File: src/rtl/frg_pkg.sv
// ----------------------------------------------------------------------------
// frg_pkg
// Shared widths and types for the fraction reduction block.
// ----------------------------------------------------------------------------
package frg_pkg;

  localparam int unsigned DataWidth = 32;
  // shift count of the common power of two (0 .. DataWidth-1)
  localparam int unsigned ShiftW    = $clog2(DataWidth);
  // divider step counter, holds DataWidth itself
  localparam int unsigned CntW      = $clog2(DataWidth + 1);

  typedef logic [DataWidth-1:0]        word_t;
  typedef logic signed [DataWidth-1:0] sword_t;
  typedef logic [DataWidth-2:0]        gcd_t;
  typedef logic [ShiftW-1:0]           shift_t;
  typedef logic [CntW-1:0]             cnt_t;

  function automatic word_t magnitude(input sword_t v);
    word_t m;
    m = word_t'(v);
    if (v[DataWidth-1]) begin
      m = ~m + word_t'(1);
    end
    return m;
  endfunction

  function automatic sword_t apply_sign(input word_t q, input logic neg);
    sword_t s;
    s = sword_t'(q);
    if (neg) begin
      s = sword_t'(~q + word_t'(1));
    end
    return s;
  endfunction

endpackage

File: src/rtl/frg_if.sv
// ----------------------------------------------------------------------------
// frg_in_if / frg_out_if
// Valid/ready channels for the fraction reduction block.
// ----------------------------------------------------------------------------
interface frg_in_if;
  logic           valid;
  logic           ready;
  frg_pkg::sword_t numerator;
  frg_pkg::sword_t denominator;

  modport source (output valid, output numerator, output denominator, input ready);
  modport sink   (input valid, input numerator, input denominator, output ready);
endinterface

interface frg_out_if;
  logic            valid;
  logic            ready;
  frg_pkg::sword_t reduced_numerator;
  frg_pkg::sword_t reduced_denominator;
  frg_pkg::gcd_t   common_divisor;
  logic            zero_denominator;

  modport source (output valid, output reduced_numerator, output reduced_denominator,
                  output common_divisor, output zero_denominator, input ready);
  modport sink   (input valid, input reduced_numerator, input reduced_denominator,
                  input common_divisor, input zero_denominator, output ready);
endinterface

File: src/rtl/frg_divider.sv
// ----------------------------------------------------------------------------
// frg_divider
// Restoring unsigned divider, one quotient bit per cycle.
// ----------------------------------------------------------------------------
module frg_divider (
  input  logic          clk_i,
  input  logic          rst_ni,
  input  logic          start_i,
  input  frg_pkg::word_t dividend_i,
  input  frg_pkg::word_t divisor_i,
  output logic          done_o,
  output frg_pkg::word_t quotient_o
);

  frg_pkg::word_t rem_q, rem_d;
  frg_pkg::word_t quo_q, quo_d;
  frg_pkg::cnt_t  cnt_q, cnt_d;
  logic           done_q, done_d;

  logic [frg_pkg::DataWidth:0]   shifted;
  logic [frg_pkg::DataWidth+1:0] diff;

  assign shifted = {rem_q, quo_q[frg_pkg::DataWidth-1]};
  assign diff    = {1'b0, shifted} - {2'b00, divisor_i};

  always_comb begin
    rem_d  = rem_q;
    quo_d  = quo_q;
    cnt_d  = cnt_q;
    done_d = 1'b0;
    if (start_i) begin
      rem_d = '0;
      quo_d = dividend_i;
      cnt_d = frg_pkg::cnt_t'(frg_pkg::DataWidth);
    end else if (cnt_q != '0) begin
      // borrow bit clear means the trial subtract fits
      if (!diff[frg_pkg::DataWidth+1]) begin
        rem_d = diff[frg_pkg::DataWidth-1:0];
      end else begin
        rem_d = shifted[frg_pkg::DataWidth-1:0];
      end
      quo_d  = {quo_q[frg_pkg::DataWidth-2:0], ~diff[frg_pkg::DataWidth+1]};
      cnt_d  = cnt_q - frg_pkg::cnt_t'(1);
      done_d = (cnt_q == frg_pkg::cnt_t'(1));
    end
  end

  always_ff @(posedge clk_i or negedge rst_ni) begin
    if (!rst_ni) begin
      cnt_q  <= '0;
      done_q <= 1'b0;
    end else begin
      cnt_q  <= cnt_d;
      done_q <= done_d;
    end
  end

  always_ff @(posedge clk_i) begin
    rem_q <= rem_d;
    quo_q <= quo_d;
  end

  assign done_o     = done_q;
  assign quotient_o = quo_q;

endmodule

File: src/rtl/fraction_reduce_gcd_top.sv
// ----------------------------------------------------------------------------
// fraction_reduce_gcd_top
// Reduces a signed fraction by the gcd of its magnitudes (binary gcd, then two
// exact divisions on one shared restoring divider).
// ----------------------------------------------------------------------------
// Sequence: the binary gcd loop runs shift and subtract steps until one operand
//   is zero, the common factors of two are shifted back in, each division then
//   runs on the divider, and the result is loaded into the output register.
// Zero denominator: the gcd and divisions are skipped. One word at a time; ready
//   is low while busy and returns together with the output valid.
// Reset: asynchronous, active low; clears the sequencer and the output valid.
module fraction_reduce_gcd_top (
  input  logic       clk_i,
  input  logic       rst_ni,
  frg_in_if.sink     in_i,
  frg_out_if.source  out_o
);

  typedef enum logic [2:0] {
    StIdle,
    StGcd,
    StShift,
    StDivN,
    StDivD,
    StHold
  } state_e;

  state_e          state_q, state_d;
  frg_pkg::word_t  mag_n_q, mag_n_d;
  frg_pkg::word_t  mag_d_q, mag_d_d;
  logic            neg_n_q, neg_n_d;
  logic            neg_d_q, neg_d_d;
  frg_pkg::word_t  a_q, a_d;
  frg_pkg::word_t  b_q, b_d;
  frg_pkg::shift_t k_q, k_d;
  frg_pkg::word_t  qn_q, qn_d;
  logic            err_q, err_d;
  logic            start_q, start_d;

  logic            out_valid_q, out_valid_d;
  frg_pkg::sword_t res_n_q, res_n_d;
  frg_pkg::sword_t res_d_q, res_d_d;
  frg_pkg::gcd_t   res_g_q, res_g_d;
  logic            res_e_q, res_e_d;

  logic            div_done;
  frg_pkg::word_t  div_quo;
  frg_pkg::word_t  div_dividend;
  logic            slot_free;
  frg_pkg::word_t  in_mag_n, in_mag_d;

  assign in_mag_n     = frg_pkg::magnitude(in_i.numerator);
  assign in_mag_d     = frg_pkg::magnitude(in_i.denominator);
  assign div_dividend = (state_q == StDivN) ? mag_n_q : mag_d_q;
  assign slot_free    = !out_valid_q || out_o.ready;

  // a_q holds the gcd once the loop and the shift back end; divider divides by it
  frg_divider u_div (
    .clk_i      (clk_i),
    .rst_ni     (rst_ni),
    .start_i    (start_q),
    .dividend_i (div_dividend),
    .divisor_i  (a_q),
    .done_o     (div_done),
    .quotient_o (div_quo)
  );

  always_comb begin
    state_d     = state_q;
    mag_n_d     = mag_n_q;
    mag_d_d     = mag_d_q;
    neg_n_d     = neg_n_q;
    neg_d_d     = neg_d_q;
    a_d         = a_q;
    b_d         = b_q;
    k_d         = k_q;
    qn_d        = qn_q;
    err_d       = err_q;
    start_d     = 1'b0;
    out_valid_d = out_valid_q && !out_o.ready;
    res_n_d     = res_n_q;
    res_d_d     = res_d_q;
    res_g_d     = res_g_q;
    res_e_d     = res_e_q;

    unique case (state_q)
      StIdle: begin
        if (in_i.valid) begin
          mag_n_d = in_mag_n;
          mag_d_d = in_mag_d;
          neg_n_d = in_i.numerator[frg_pkg::DataWidth-1];
          neg_d_d = in_i.denominator[frg_pkg::DataWidth-1];
          a_d     = in_mag_n;
          b_d     = in_mag_d;
          k_d     = '0;
          qn_d    = '0;
          err_d   = (in_mag_d == '0);
          state_d = (in_mag_d == '0) ? StHold : StGcd;
        end
      end
      StGcd: begin
        if (a_q == '0 || b_q == '0) begin
          a_d = a_q | b_q;
          if (k_q == '0) begin
            start_d = 1'b1;
            state_d = StDivN;
          end else begin
            state_d = StShift;
          end
        end else if (!a_q[0] && !b_q[0]) begin
          a_d = a_q >> 1;
          b_d = b_q >> 1;
          k_d = k_q + frg_pkg::shift_t'(1);
        end else if (!a_q[0]) begin
          a_d = a_q >> 1;
        end else if (!b_q[0]) begin
          b_d = b_q >> 1;
        end else if (a_q >= b_q) begin
          a_d = a_q - b_q;
        end else begin
          b_d = b_q - a_q;
        end
      end
      StShift: begin
        a_d = a_q << 1;
        k_d = k_q - frg_pkg::shift_t'(1);
        if (k_q == frg_pkg::shift_t'(1)) begin
          start_d = 1'b1;
          state_d = StDivN;
        end
      end
      StDivN: begin
        if (div_done) begin
          qn_d    = div_quo;
          start_d = 1'b1;
          state_d = StDivD;
        end
      end
      StDivD: begin
        if (div_done) begin
          b_d     = div_quo;
          state_d = StHold;
        end
      end
      StHold: begin
        if (slot_free) begin
          out_valid_d = 1'b1;
          res_e_d     = err_q;
          if (err_q) begin
            res_n_d = '0;
            res_d_d = '0;
            res_g_d = '0;
          end else begin
            res_n_d = frg_pkg::apply_sign(qn_q, neg_n_q);
            res_d_d = frg_pkg::apply_sign(b_q, neg_d_q);
            res_g_d = a_q[frg_pkg::DataWidth-2:0];
          end
          state_d = StIdle;
        end
      end
      default: state_d = StIdle;
    endcase
  end

  always_ff @(posedge clk_i or negedge rst_ni) begin
    if (!rst_ni) begin
      state_q     <= StIdle;
      start_q     <= 1'b0;
      out_valid_q <= 1'b0;
    end else begin
      state_q     <= state_d;
      start_q     <= start_d;
      out_valid_q <= out_valid_d;
    end
  end

  always_ff @(posedge clk_i) begin
    mag_n_q <= mag_n_d;
    mag_d_q <= mag_d_d;
    neg_n_q <= neg_n_d;
    neg_d_q <= neg_d_d;
    a_q     <= a_d;
    b_q     <= b_d;
    k_q     <= k_d;
    qn_q    <= qn_d;
    err_q   <= err_d;
    res_n_q <= res_n_d;
    res_d_q <= res_d_d;
    res_g_q <= res_g_d;
    res_e_q <= res_e_d;
  end

  assign in_i.ready                = (state_q == StIdle);
  assign out_o.valid               = out_valid_q;
  assign out_o.reduced_numerator   = res_n_q;
  assign out_o.reduced_denominator = res_d_q;
  assign out_o.common_divisor      = res_g_q;
  assign out_o.zero_denominator    = res_e_q;

endmodule

File: src/flat_wrapper.sv
// flat-port wrapper written by rule: the top's interface ports become plain ports
module fraction_reduce_gcd_top_flat 
  (clk_i, rst_ni, in_i_valid, in_i_numerator, in_i_denominator, in_i_ready, out_o_valid, out_o_reduced_numerator, out_o_reduced_denominator, out_o_common_divisor, out_o_zero_denominator, out_o_ready);
  frg_in_if in_i_i ();
  frg_out_if out_o_i ();
  input  logic clk_i;
  input  logic rst_ni;
  input wire logic [$bits(in_i_i.valid)-1:0] in_i_valid;
  input wire logic [$bits(in_i_i.numerator)-1:0] in_i_numerator;
  input wire logic [$bits(in_i_i.denominator)-1:0] in_i_denominator;
  output wire logic [$bits(in_i_i.ready)-1:0] in_i_ready;
  output wire logic [$bits(out_o_i.valid)-1:0] out_o_valid;
  output wire logic [$bits(out_o_i.reduced_numerator)-1:0] out_o_reduced_numerator;
  output wire logic [$bits(out_o_i.reduced_denominator)-1:0] out_o_reduced_denominator;
  output wire logic [$bits(out_o_i.common_divisor)-1:0] out_o_common_divisor;
  output wire logic [$bits(out_o_i.zero_denominator)-1:0] out_o_zero_denominator;
  input wire logic [$bits(out_o_i.ready)-1:0] out_o_ready;
  assign in_i_i.valid = in_i_valid;
  assign in_i_i.numerator = in_i_numerator;
  assign in_i_i.denominator = in_i_denominator;
  assign in_i_ready = in_i_i.ready;
  assign out_o_valid = out_o_i.valid;
  assign out_o_reduced_numerator = out_o_i.reduced_numerator;
  assign out_o_reduced_denominator = out_o_i.reduced_denominator;
  assign out_o_common_divisor = out_o_i.common_divisor;
  assign out_o_zero_denominator = out_o_i.zero_denominator;
  assign out_o_i.ready = out_o_ready;
  fraction_reduce_gcd_top u_core (.clk_i(clk_i), .rst_ni(rst_ni), .in_i(in_i_i), .out_o(out_o_i));
endmodule
File: config.mk
export PLATFORM = sky130hd
export DESIGN_NAME = fraction_reduce_gcd_top_flat
export DESIGN_NICKNAME = d
export VERILOG_FILES = /design/src/rtl/frg_pkg.sv /design/src/rtl/frg_if.sv /design/src/rtl/frg_divider.sv /design/src/rtl/fraction_reduce_gcd_top.sv /design/src/flat_wrapper.sv
export SDC_FILE = /design/constraint.sdc
export NUM_CORES = 1
export LEC_CHECK = 0
export BUFFER_PORTS_ARGS = -buffer_cell sky130_fd_sc_hd__buf_2
export CAP_MARGIN = 20
export CORE_ASPECT_RATIO = 1.5
export CORE_MARGIN = 1
export CORE_UTILIZATION = 30
export DETAILED_ROUTE_END_ITERATION = 12
export SYNTH_ARGS = -nofsm -noshare
export SYNTH_HDL_FRONTEND = slang
export SYNTH_SLANG_ARGS = --single-unit
File: constraint.sdc
create_clock -name clk_i -period 7.5 [get_ports clk_i]
set_input_delay 0.75 -clock clk_i [delete_from_list [all_inputs] [get_ports clk_i]]
set_output_delay 0.75 -clock clk_i [all_outputs]
set_load 0.02 [all_outputs]
==> impl_metrics.ini <==
[sta]
timing.fmax_mhz = 202
hold_violations = 0
worst_pin_slew_ps = 1170
finalMaxSlewViolations = 0
maxSlewHeadroom_pct = 22.0
setup_viol = 0
min_period_ps = 4940
period_share_pct = 65.9
finClkSkew_ps = 26.5
finalSetupTns_ps = 0
rsz0062_at_grt = false

[worst_setup_path]
required_ps = 7830
r2r-start = u_core.b_q[0]
arrival_ps = 5280
crit_chain = inv_1 > ha_1 > nor4b_1 > nand3_1 > nor4_1 > nor2_1 > nand2_1 > nor2_1 > o211a_1 > a221oi_1 > a21oi_1
crit_family = simple AND/OR/NAND/NOR gates
path_class = reg -> reg
crit_slowest_cell = nand2_1
critPathMaxFanout = 14
crit_buf_inv = 1
critPathMaxStageDelay_ps = 610
worstSetupStartpoint = u_core.b_q[0]
worstSetupEndpointType = register
crit_top_cell = nor2_1
crit_path_start_kind = register

[detailed_routing]
routedWlPerCell_um = 25.5
drt_pass1_iterations = 6
postRouteAntennaNets = 0
viasPerCell = 5.62
wl_um = 90300
vias = 19900
drtIter0Drc = 1775
drcViolationCount = 0

[global_route]
grt_max_degree = 77
antenna_found_initial = 3
grt.total_usage_pct = 23.1
grt_pass1_wl_um = 130000
busiest_layer = met2
grt_pass1_vias = 19500
use_met3_pct = 4.19
met2_usage_pct = 38.7
grt_use_met1_pct = 26.2
grt_overflow_total = 0

[clocking]
post_cts_resized = 0
cts_made_buffers = 38
cts_sinks = 340
h-tree-depth = 2
cts_root_buf = clkbuf_16
cts_hold_buf = 0
cts_tree = yes
clk-insertion-delay-late_ps = 590
clkSlewWorstSetupHoldPaths_ps = 70
cts_setup_buffers = 0
cts_buffer_depth = 3

[placement]
dpl.hpwl_um = 68900
place_congestion = 1.02
portBuffers = 165

[floorplan]
initial_core_util_pct = 30.4
io_pins = 166
core-area_um2 = 75100
dieArea_um2 = 77100
die_x_um = 227
fp.dieH_um = 340
floorplan.rows = 123

[logic_synthesis]
ys.flop_type = edfxtp_1
syn_area_per_cell_um2 = 9.47
synth_top_area_share_pct = 39.0
ys_ff_latch = 340
syn_inst = 2407
synth_edf_count = 296
synth.distinct_cells = 79
yosysWarnings = 0
synth.top_cells.by_area = edfxtp_1 39%, ha_1 7.5%, xnor2_1 5.6%
yosysTopAreaCell = edfxtp_1
syn_area_um2 = 22800
synth_seq_area_share_pct = 43.1
ys_async_sr_fraction_pct = 3.53
synth_fp_nets = 2615

[hold_path]
hp-class = in -> async

[run]
drv_cap = 0

[status]
status = complete, no violations

[layout]
synthToLayoutAreaGrowth_pct = 13.9
fin_nets = 2721
regArea_um2 = 9830
multi_input_area_um2 = 12000
drive_above_1_share_pct = 11.2
fillers = 7794
==> sequential cells by signal (all words and copies together), names as in the netlist, 3 cells and up <==
| name | cells |
|---|---|
| u_core.u_div.rem_q | 32 |
| u_core.mag_n_q | 32 |
| u_core.state_q | 3 |
| u_core.out_o.reduced_numerator | 32 |
| u_core.u_div.quotient_o | 32 |
| u_core.b_q | 32 |
| u_core.u_div.cnt_q | 6 |
| u_core.a_q | 32 |
| u_core.qn_q | 32 |
| u_core.k_q | 5 |
| u_core.mag_d_q | 32 |
| u_core.out_o.common_divisor | 31 |
| u_core.out_o.reduced_denominator | 32 |
==> layer usage <==
layer | wire, um | vias up
met1 | 32700 | 9625
met2 | 43300 | 945
li1 | - | 9067
met4 | 7810 | 4
met3 | 6420 | 300
met5 | 19 | -
==> logic make-up after synthesis <==
group / share of synthesized area, %
simple gates: 15.5
xor+xnor: 7.49
flops: 43.1
fa+ha+maj: 7.78
compound gates: 19.8
mux: 1.95
buf+inv: 4.34
==> worst paths after layout <==
path                                           to  slack, ps  cells after the start
hold reg to reg            u_core.u_div.rem_q[31]        500                      2
setup / recovery                   u_core.a_q[12]       2560                     11
setup reg to reg                   u_core.a_q[12]       2560                     11
min in group clk_i              u_core.mag_d_q[0]        460                      1
max in group asynchronous          u_core.start_q       7040                      1
hold / removal              u_core.u_div.cnt_q[2]        110                      1
==> layout by cell type (no fill, tap or decap), types with 32 or more instances in the layout <==
master,synthesis,layout
nor2_1,300,296
edfxtp_1,296,296
buf_2,1,166
a21oi_1,166,164
nand2_1,154,154
o21ai_0,147,147
xnor2_1,146,146
ha_1,137,137
inv_1,130,128
nor3_1,56,55
o31ai_1,53,53
xor2_1,49,49
mux2i_1,41,41
clkbuf_16,0,39
or3_1,36,36
and2_1,36,36
nor4_1,33,33
dfxtp_1,32,32
==> cell usage after synthesis (all sizes together) (5+ instances only) <==
library cell,instances
edfxtp,296
o211ai,14
a221oi,26
a31oi,29
mux2i,41
nand3b,7
a22oi,28
o31a,8
o221ai,8
nor4,33
clkbuf,113
dfrtp,12
nor2,300
o21a,9
a21o,21
o21ai,148
a2bb2oi,8
nand3,19
xnor2,146
xor2,49
or2,8
inv,130
nand2b,25
nor3,56
nand2,154
a21boi,12
o22ai,12
a41oi,5
a21oi,166
ha,137
and2,36
a222oi,18
o21bai,29
dfxtp,32
buf,12
o41ai,11
or4,18
o31ai,54
a211oi,20
nor2b,19
nand4,15
and3,9
a311oi,24
or3,38
==> area by class of cell <==
| type | count | area share (%) |
|---|---|---|
| clock buffers | 46 | 3.90 |
| multi-input cells | 1808 | 46.4 |
| diodes | 3 | 0.0289 |
| well taps | 1000 | 4.82 |
| clock inverters | 24 | 1.14 |
| flip-flops and latches | 340 | 37.9 |
| inverters | 134 | 1.94 |
| repair buffers | 191 | 3.92 |
==> worst reg2reg max path: cells and delay by family, from the launching register on <==
kind / cells / cell delay (ps)
AOI/OAI and AO/OA: 3 / 820
buffers and inverters: 1 / 300
adders and majority gates: 1 / 270
and+or+nand+nor: 6 / 2720
DFF: 1 / 580
==> metrics by stage <==
| stage | instances | utilization, % | hold WS, ps | worst slack, ps | instance area, um2 |
|---|---|---|---|---|---|
| after global placement | 3471 | 32.8 | 488 | 2840 | 24600 |
| after global routing | 3543 | 34.5 | 114 | 2430 | 25900 |
| after CTS | 3541 | 34.5 | 103 | 2760 | 25900 |
| final | 3546 | 34.6 | 115 | 2560 | 26000 |
| after detailed placement | 3471 | 32.8 | 489 | 2780 | 24600 |
| after floorplan | 2407 | - | 424 | 1660 | 22800 |
Power is not shown: default switching activity piles up to over one toggle a cycle in this logic, so the estimate is an artifact.
